`src/rtl/core/sgab_pkg.sv`:
```
// Package for the scaled glyph additive blitter: shared types and constants.
// Holds item kind codes, register indexes, reset values and the command struct.
// No dependencies.
package sgab_pkg;

	// Field widths.
	localparam int KIND_W     = 2;
	localparam int ADDR_W     = 14;
	localparam int PIX_W      = 8;
	localparam int ROW_W      = 7;
	localparam int WOB_W      = 4;
	localparam int COL_W      = 8;
	localparam int CFG_IDX_W  = 3;
	localparam int CFG_DATA_W = 8;

	// Item kinds.
	localparam logic [KIND_W-1:0] KIND_LOAD  = 2'd0;
	localparam logic [KIND_W-1:0] KIND_READ  = 2'd1;
	localparam logic [KIND_W-1:0] KIND_START = 2'd2;
	localparam logic [KIND_W-1:0] KIND_GLYPH = 2'd3;

	// Register indexes.
	localparam logic [CFG_IDX_W-1:0] REG_BRIGHTEN_STEP = 3'd0;
	localparam logic [CFG_IDX_W-1:0] REG_CEILING       = 3'd1;
	localparam logic [CFG_IDX_W-1:0] REG_BASE_ROW      = 3'd2;
	localparam logic [CFG_IDX_W-1:0] REG_WOBBLE_STEP   = 3'd3;
	localparam logic [CFG_IDX_W-1:0] REG_COLUMN_LIMIT  = 3'd4;

	// Register reset values.
	localparam logic [PIX_W-1:0] RST_BRIGHTEN_STEP = 8'd8;
	localparam logic [PIX_W-1:0] RST_CEILING       = 8'd50;
	localparam logic [ROW_W-1:0] RST_BASE_ROW      = 7'd40;
	localparam logic [WOB_W-1:0] RST_WOBBLE_STEP   = 4'd5;
	localparam logic [COL_W-1:0] RST_COLUMN_LIMIT  = 8'd160;

	// Drawing geometry: 4 sub-columns, 8 glyph cells of 8 rows each.
	localparam int SUB_W     = 2;
	localparam int ROW_IDX_W = 6;
	localparam int DRAW_ROWS = 64;
	localparam int COL_MAX   = 2**COL_W - 1;
	// Largest row reached: base row, row offset and the last drawn row.
	localparam int ROW_SPAN_MAX = (2**ROW_W - 1) + 3 + (DRAW_ROWS - 1);

	// Commands from the controller to the datapath.
	typedef struct packed {
		logic                 load;
		logic                 read;
		logic                 start;
		logic                 glyph;
		logic                 setup;
		logic                 issue;
		logic [ROW_IDX_W-1:0] row;
		logic                 col_step;
		logic                 load_out;
	} sgab_cmd_t;

endpackage

```
`src/rtl/core/sgab_ctrl.sv`:
```
// Controller of the scaled glyph additive blitter: input and output handshake,
// state machine and draw counters. Depends on sgab_pkg.
module sgab_ctrl
	import sgab_pkg::*;
(
	input  logic              clk,
	input  logic              arst_n,
	input  logic              in_valid,
	input  logic [KIND_W-1:0] kind,
	input  logic              out_stall,
	output logic              in_stall,
	output logic              out_valid,
	output sgab_cmd_t         cmd
);

	localparam logic [2:0] ST_IDLE   = 3'd0;
	localparam logic [2:0] ST_RDWAIT = 3'd1;
	localparam logic [2:0] ST_SETUP  = 3'd2;
	localparam logic [2:0] ST_DRAW   = 3'd3;
	localparam logic [2:0] ST_DRAIN  = 3'd4;

	localparam logic [ROW_IDX_W-1:0] LAST_ROW = ROW_IDX_W'(DRAW_ROWS - 1);
	localparam logic [SUB_W-1:0]     LAST_SUB = '1;

	logic [2:0]           state_q;
	logic [ROW_IDX_W-1:0] row_q;
	logic [SUB_W-1:0]     sub_q;
	logic                 out_valid_q;
	logic                 accept;

	assign in_stall  = (state_q != ST_IDLE);
	assign out_valid = out_valid_q;
	assign accept    = in_valid && (state_q == ST_IDLE);

	// Command decode from the state and the accepted transaction.
	always_comb begin
		cmd = '0;
		case (state_q)
			ST_IDLE: begin
				if (accept) begin
					case (kind)
						KIND_LOAD:  cmd.load  = 1'b1;
						KIND_READ:  cmd.read  = 1'b1;
						KIND_START: cmd.start = 1'b1;
						default:    cmd.glyph = 1'b1;
					endcase
				end
			end
			ST_RDWAIT: cmd.load_out = !out_valid_q || !out_stall;
			ST_SETUP:  cmd.setup = 1'b1;
			ST_DRAW: begin
				cmd.issue    = 1'b1;
				cmd.row      = row_q;
				cmd.col_step = (row_q == LAST_ROW);
			end
			default: ;
		endcase
	end

	// State machine and counters.
	always_ff @(posedge clk or negedge arst_n) begin
		if (!arst_n) begin
			state_q <= ST_IDLE;
			row_q   <= '0;
			sub_q   <= '0;
		end else begin
			case (state_q)
				ST_IDLE: begin
					if (cmd.read)
						state_q <= ST_RDWAIT;
					else if (cmd.glyph)
						state_q <= ST_SETUP;
				end
				ST_RDWAIT: begin
					if (cmd.load_out)
						state_q <= ST_IDLE;
				end
				ST_SETUP: begin
					row_q   <= '0;
					sub_q   <= '0;
					state_q <= ST_DRAW;
				end
				ST_DRAW: begin
					row_q <= row_q + 1'b1;
					if (row_q == LAST_ROW) begin
						sub_q <= sub_q + 1'b1;
						if (sub_q == LAST_SUB)
							state_q <= ST_DRAIN;
					end
				end
				default: state_q <= ST_IDLE;
			endcase
		end
	end

	// Output valid: set when a result is loaded, cleared when it is taken.
	always_ff @(posedge clk or negedge arst_n) begin
		if (!arst_n)
			out_valid_q <= 1'b0;
		else if (cmd.load_out)
			out_valid_q <= 1'b1;
		else if (!out_stall)
			out_valid_q <= 1'b0;
	end

endmodule

```
`config.mk`:
```
export PLATFORM = sky130hd
export DESIGN_NAME = sgab_ctrl
export DESIGN_NICKNAME = d
export VERILOG_FILES = /design/src/rtl/core/sgab_pkg.sv /design/src/rtl/core/sgab_ctrl.sv
export SDC_FILE = /design/constraint.sdc
export NUM_CORES = 1
export LEC_CHECK = 0
export ABC_AREA = 1
export BUFFER_PORTS_ARGS = -buffer_cell sky130_fd_sc_hd__buf_2
export CORE_MARGIN = 5
export CORE_UTILIZATION = 47
export CTS_BUF_LIST = sky130_fd_sc_hd__clkbuf_8
export DETAILED_ROUTE_END_ITERATION = 10
export GPL_TIMING_DRIVEN = 0
export PLACE_DENSITY = 0.88
export SYNTH_ARGS = -nofsm -noshare
export SYNTH_HDL_FRONTEND = slang
export SYNTH_SLANG_ARGS = --single-unit
```
`constraint.sdc`:
```
create_clock -name clk -period 1.1 [get_ports clk]
set_input_delay 0 -clock clk [delete_from_list [all_inputs] [get_ports clk]]
set_output_delay 0 -clock clk [all_outputs]
set_load 0.05 [all_outputs]
```
==> metrics.md, run 1 <==
| Metric | Value |
|---|---|
| Synthesized area | `766 um^2` |
| Die X | `50.4 um` |
| Post-Synth Adder-Cell Area | `3.27%` |
| Mapped Cells | `109` |
| Register area share after synthesis | `39.2%` |
| Initial Util | `50.2%` |
| Run status | `did not finish` |
| Num rows | `14` |
| RD Place Congestion | `0.790` |
| Multiplexer area fraction after synthesis | `0%` |
| Largest family of logic cells by synthesized area | `simple AND/OR/NAND/NOR gates` |
| Die H | `50.4 um` |
| CTS Buffer Depth | `2` |
| H-tree depth | `1` |
| Syn Nets | `117` |
| Number of buffers added on ports | `21` |
| Largest net degree at the start of global routing | `13` |
| Total CTS buffers | `3` |
| Synth Warn # | `0` |
| Synth Area in Compound Gates | `7.52%` |
| Hpwl dp | `1.46 mm` |
| DP Area | `993 um^2` |
| Worst endpoint, post-GRT repair | `cmd[13]` |
| Area contributors post-synth | `dfrtp_1 (39%), nand2_1 (11%), inv_1 (10%), nor2_1 (7.4%), nand3_1 (5.2%)` |
| Error | `[ERROR DPL-0033] detailed placement checks failed during check placement.` |
| Yosys reg bits | `12` |
| WEP type | `top-level output` |
| Post-Synth XOR/XNOR Area | `0%` |
| Netlist cell types | `17` |
| Syn avg cell area | `7.03 um^2` |
| Failed at | `global routing` |
| CTS Root Cell | `clkbuf_8` |
| Area leader, netlist | `dfrtp_1` |
| I/O Pins | `22` |
| DP Worst Slack | `-245 ps` |
| Clk sinks | `12` |
| Antenna violations before repair | `0` |
| Share of the synthesized area in the top cell type | `39.2%` |
| Simple-gate portion of the synthesized area | `38.7%` |
[per-stage QoR]
stage               util, %  instances
CTS                    90.6        165
detailed placement     65.2        146
global placement       65.2        146
floorplan                 -        109
[kinds of logic after synthesis]
| group | Yosys count |
|---|---|
| AOI/OAI and AO/OA | 10 |
| adders and majority gates | 2 |
| buffers and inverters | 23 |
| DFF | 12 |
| and+or+nand+nor | 62 |
[what timing repair did]
| action | in CTS |
|---|---|
| gates resized for setup | 68 |
| setup endpoints to repair | 24 |
| pin swaps | 7 |
| hold endpoints to repair | 13 |
| hold buffers | 1 |
| cloned | 1 |
| buffers inserted | 13 |
[cell usage after synthesis (all sizes together)]
master and number:
nand2 28, o31ai 1, ha 2, clkinv 1, inv 22, nand3 9
nor3 2, a21oi 3, dfrtp 12, nor2 21, nand4 2, o21ai 6
==> run 2: changes to the inputs <==
--- a/config.mk
+++ b/config.mk
@@ -7,12 +7,11 @@
 export LEC_CHECK = 0
 export ABC_AREA = 1
 export BUFFER_PORTS_ARGS = -buffer_cell sky130_fd_sc_hd__buf_2
-export CORE_MARGIN = 5
-export CORE_UTILIZATION = 47
-export CTS_BUF_LIST = sky130_fd_sc_hd__clkbuf_8
+export CORE_AREA = 5 5 66 68
 export DETAILED_ROUTE_END_ITERATION = 10
+export DIE_AREA = 0 0 71 73
 export GPL_TIMING_DRIVEN = 0
-export PLACE_DENSITY = 0.88
+export PLACE_DENSITY_LB_ADDON = 0.15
 export SYNTH_ARGS = -nofsm -noshare
 export SYNTH_HDL_FRONTEND = slang
 export SYNTH_SLANG_ARGS = --single-unit
==> constraint.sdc (replaced) <==
create_clock -name clk -period 1.4 [get_ports clk]
set_input_delay 0 -clock clk [delete_from_list [all_inputs] [get_ports clk]]
set_output_delay 0 -clock clk [all_outputs]
set_load 0.05 [all_outputs]
==> metrics.md, run 2 <==
| Metric | Value |
|---|---|
| Register area share after synthesis | `39.2% (unchanged)` |
| Ratio of cells with drive above 1 in the final layout | `45.5%` |
| Number of global-route vias before repair | `813` |
| # diodes | `0` |
| Num rows | `23 (+9)` |
| Residual DRC | `0` |
| Dpl cells | `180 (+23%)` |
| Max incr delay on CP | `460 ps` |
| Full die area | `5180 um^2` |
| Setup slack, reg-to-reg | `110 ps` |
| Syn Nets | `117 (unchanged)` |
| DRT iter0 DRCs | `14` |
| Fin. max-slew vios | `0` |
| Run status | `finished clean` |
| Multiplexer area fraction after synthesis | `0% (unchanged)` |
| Most common cell in the netlist | `nand2_1` |
| Grt met3 use | `1.79%` |
| R2R depth | `9` |
| RR Endpoint | `state_q[2]` |
| Grt met2 use | `14.1%` |
| Clock power frac | `13.5%` |
| Initial Util | `20.2% (-30 points)` |
| Crit path launch | `state_q[2]` |
| Least-Margin Pin Slew | `301 ps` |
| Die X | `71 um (+41%)` |
| Min cycle time layout | `1350 ps` |
| Post-synth top cells | `nand2_1 (23), inv_1 (21), nor2_1 (15), dfrtp_1 (12), nand3_1 (8)` |
| Vias per std cell | `4.06` |
| Async set or reset register ratio after synthesis | `100% (unchanged)` |
| Critical path's slowest cell | `dfrtp_2` |
| Top Registers | `row_q: 6 flops, state_q: 3 flops, sub_q: 2 flops` |
| GR Util met1 | `10.8%` |
| Psw | `1.45 mW` |
| Most common cell after layout, fill and taps aside | `nand2_1` |
| Largest Register | `row_q` |
| Core area | `3800 um^2` |
| Power per cell area | `2260 nW/um^2` |
| Lkg Pwr | `0.664 nW` |
| Yosys reg bits | `12 (unchanged)` |
| Largest register FFs | `6` |
| Busiest grt layer | `met2` |
| Post-Synth XOR/XNOR Area | `0% (unchanged)` |
| Most used cell, CP | `nand2_4` |
| Int Pwr | `1.40 mW` |
| Worst Path Class, Setup | `flip-flop to output pin` |
| Worst-path cell chain | `nor2_4, nand2_4, inv_4, nand2_4, nor3_4, buf_6` |
| Simple-gate portion of the synthesized area | `38.7% (unchanged)` |
| Router iterations before antenna repair | `4` |
| Clock skew | `3.56 ps` |
| Synth Warn # | `0 (unchanged)` |
| Fin. Hold Viols | `0` |
| Top FF cell, synth | `dfrtp_1` |
| Switching part of the total | `50.9%` |
| Max Freq | `742 MHz` |
| Clk_lat worst skew | `240 ps` |
| DP Worst Slack | `33.6 ps (+279 ps)` |
| Number of flops mapped to enable cells by yosys | `0 (unchanged)` |
| Relative slew slack | `79.9%` |
| RSZ-0062 raised after global routing | `true` |
| I/O Pins | `22 (unchanged)` |
| Synth Area in Compound Gates | `7.52% (unchanged)` |
| Antenna violations before repair | `0` |
| Via count | `791` |
| WL final | `2.00 mm` |
| Synthesized area | `766 um^2 (unchanged)` |
| Routed len/inst | `10.3 um` |
| Type of the worst min-delay path | `primary input to async pin` |
| Area leader, netlist | `dfrtp_1` |
| Worst endpoint required time | `1400 ps` |
| Netlist cell types | `17 (unchanged)` |
| Final Cell Area | `1260 um^2` |
| Layout Nets | `154` |
| Post-Synth Adder-Cell Area | `3.27% (unchanged)` |
| Crit path capture | `cmd[11]` |
| DP Area | `995 um^2 (+0.13%)` |
| Crit-path max FO | `4` |
| CP Capture Type | `output pin` |
| Number of buffers added on ports | `21 (unchanged)` |
| Peak VDD IR | `0.000882 V` |
| Largest net degree at the start of global routing | `13` |
| Share of the synthesized area in the top cell type | `39.2% (unchanged)` |
| Hpwl dp | `1.55 mm (+6.6%)` |
| Non-Filler Instances | `195` |
| Final setup fails | `0` |
| R2r startpoint | `row_q[0]` |
| Grt total ovfl | `0` |
| Setup ws final | `51.7 ps` |
| Combinational share of power | `64.7%` |
| CTS Buffer Depth | `2 (unchanged)` |
| TritonCTS clock tree | `done` |
| Most frequent cells in the layout | `nand2_1 (21), inv_1 (18), buf_4 (14)` |
| Die H | `73 um (+45%)` |
| Syn avg cell area | `7.03 um^2 (unchanged)` |
| Area Overhead vs Synth | `64.7%` |
| CP arrival | `1350 ps` |
| Clock-pin transition on the worst setup and hold timing paths | `60 ps` |
| CTS Root Cell | `clkbuf_8` |
| Post-route ant nets | `0` |
| Mapped Cells | `109 (unchanged)` |
| Max Cap Viol | `0` |
| CP Launch Type | `flip-flop` |
| Clk sinks | `12 (unchanged)` |
| Reg power frac | `21.9%` |
| Final Cycle Share | `96.3%` |
| First-pass GRT wire length | `3.55 mm` |
| H-tree depth | `1 (unchanged)` |
| Total CTS buffers | `3 (unchanged)` |
| RD Place Congestion | `0.743 (-5.9%)` |
| Area contributors post-synth | `dfrtp_1 (39%), nand2_1 (11%), inv_1 (10%), nor2_1 (7.4%), nand3_1 (5.2%)` |
| Largest family of logic cells by synthesized area | `simple AND/OR/NAND/NOR gates` |
| All-Layer GR Usage | `8.73%` |
==> run 2: cell counts after synthesis <==
Identical to the previous run, type by type.
==> run 2: critical path: cells and delay by family (launching register included) <==
kind / cells / cell delay (ps)
flip-flops: 1 / 460
AND/OR/NAND/NOR: 4 / 420
buffers and inverters: 2 / 240
==> run 2: cells by family (layout without fill, tap and decap cells) <==
| logic type | after synthesis | count (layout) |
|---|---|---|
| DFF | 12 | 12 |
| and+or+nand+nor | 62 | 62 |
| buffers and inverters | 23 | 59 |
| adders and majority gates | 2 | 2 |
| AOI/OAI and AO/OA | 10 | 10 |
==> run 2: power groups by stage <==
| stage | Combinational [mW] | Clock (mW) | Sequential [mW] |
|---|---|---|---|
| floorplan | 1.13 | 0 | 0.613 |
| global placement | 1.47 | 0 | 0.584 |
| detailed placement | 1.48 | 0 | 0.590 |
| CTS | 1.69 | 0.400 | 0.605 |
| global route | 2.06 | 0.419 | 0.642 |
| finish | 1.84 | 0.383 | 0.623 |
==> run 2: what timing repair did <==
| action | 4_1_cts | 5_1_grt |
|---|---|---|
| endpoints found under the setup margin | 11 | 13 |
| gates resized for setup | 20 | 12 |
| buffers inserted | 3 | 6 |
| hold buffers | 2 | 0 |
| pin swaps | 1 | 7 |
| endpoints found under the hold margin | 13 | 0 |
==> run 2: how the worst min path moves through the flow <==
stage	start	endpoint	slack [ps]
finish	arst_n	state_q[0]	180
global route	arst_n	row_q[4]	210
CTS	arst_n	row_q[4]	190
detailed placement	arst_n	row_q[1]	-90
global placement	arst_n	row_q[2]	-90
floorplan	arst_n	out_valid	-300
==> run 2: per-layer routing <==
| layer | wire length [um] | share of wire [%] | up-vias |
|---|---|---|---|
| met2 | 900 | 45 | 18 |
| met3 | 111 | 5.5 | 2 |
| li1 | - | - | 408 |
| met5 | 0 | 0 | - |
| met4 | 34 | 1.7 | 0 |
| met1 | 956 | 48 | 363 |
==> run 2: cell type report <==
cell class	count	area, um^2
Fill cell	445	2540
Multi-Input combinational cell	74	474
Sequential cell	12	303
Timing Repair Buffer	32	274
Inverter	23	92.6
Tap cell	50	62.6
Clock buffer	4	55.1
==> run 2: per-stage QoR <==
| stage | power [mW] | util (%) | hold slack, ps | setup TNS (ps) |
|---|---|---|---|---|
| final | 2.85 | 33.2 | 176 | 0 |
| after global placement | 2.06 | 26.2 | -87.6 | 0 |
| after global routing | 3.12 | 33.2 | 210 | -257 |
| after CTS | 2.70 | 30.6 | 189 | -98.7 |
| after detailed placement | 2.07 | 26.2 | -91.2 | 0 |
| after floorplan | 1.75 | - | -296 | -649 |
Note: power is estimated with default switching activity, not from simulation.
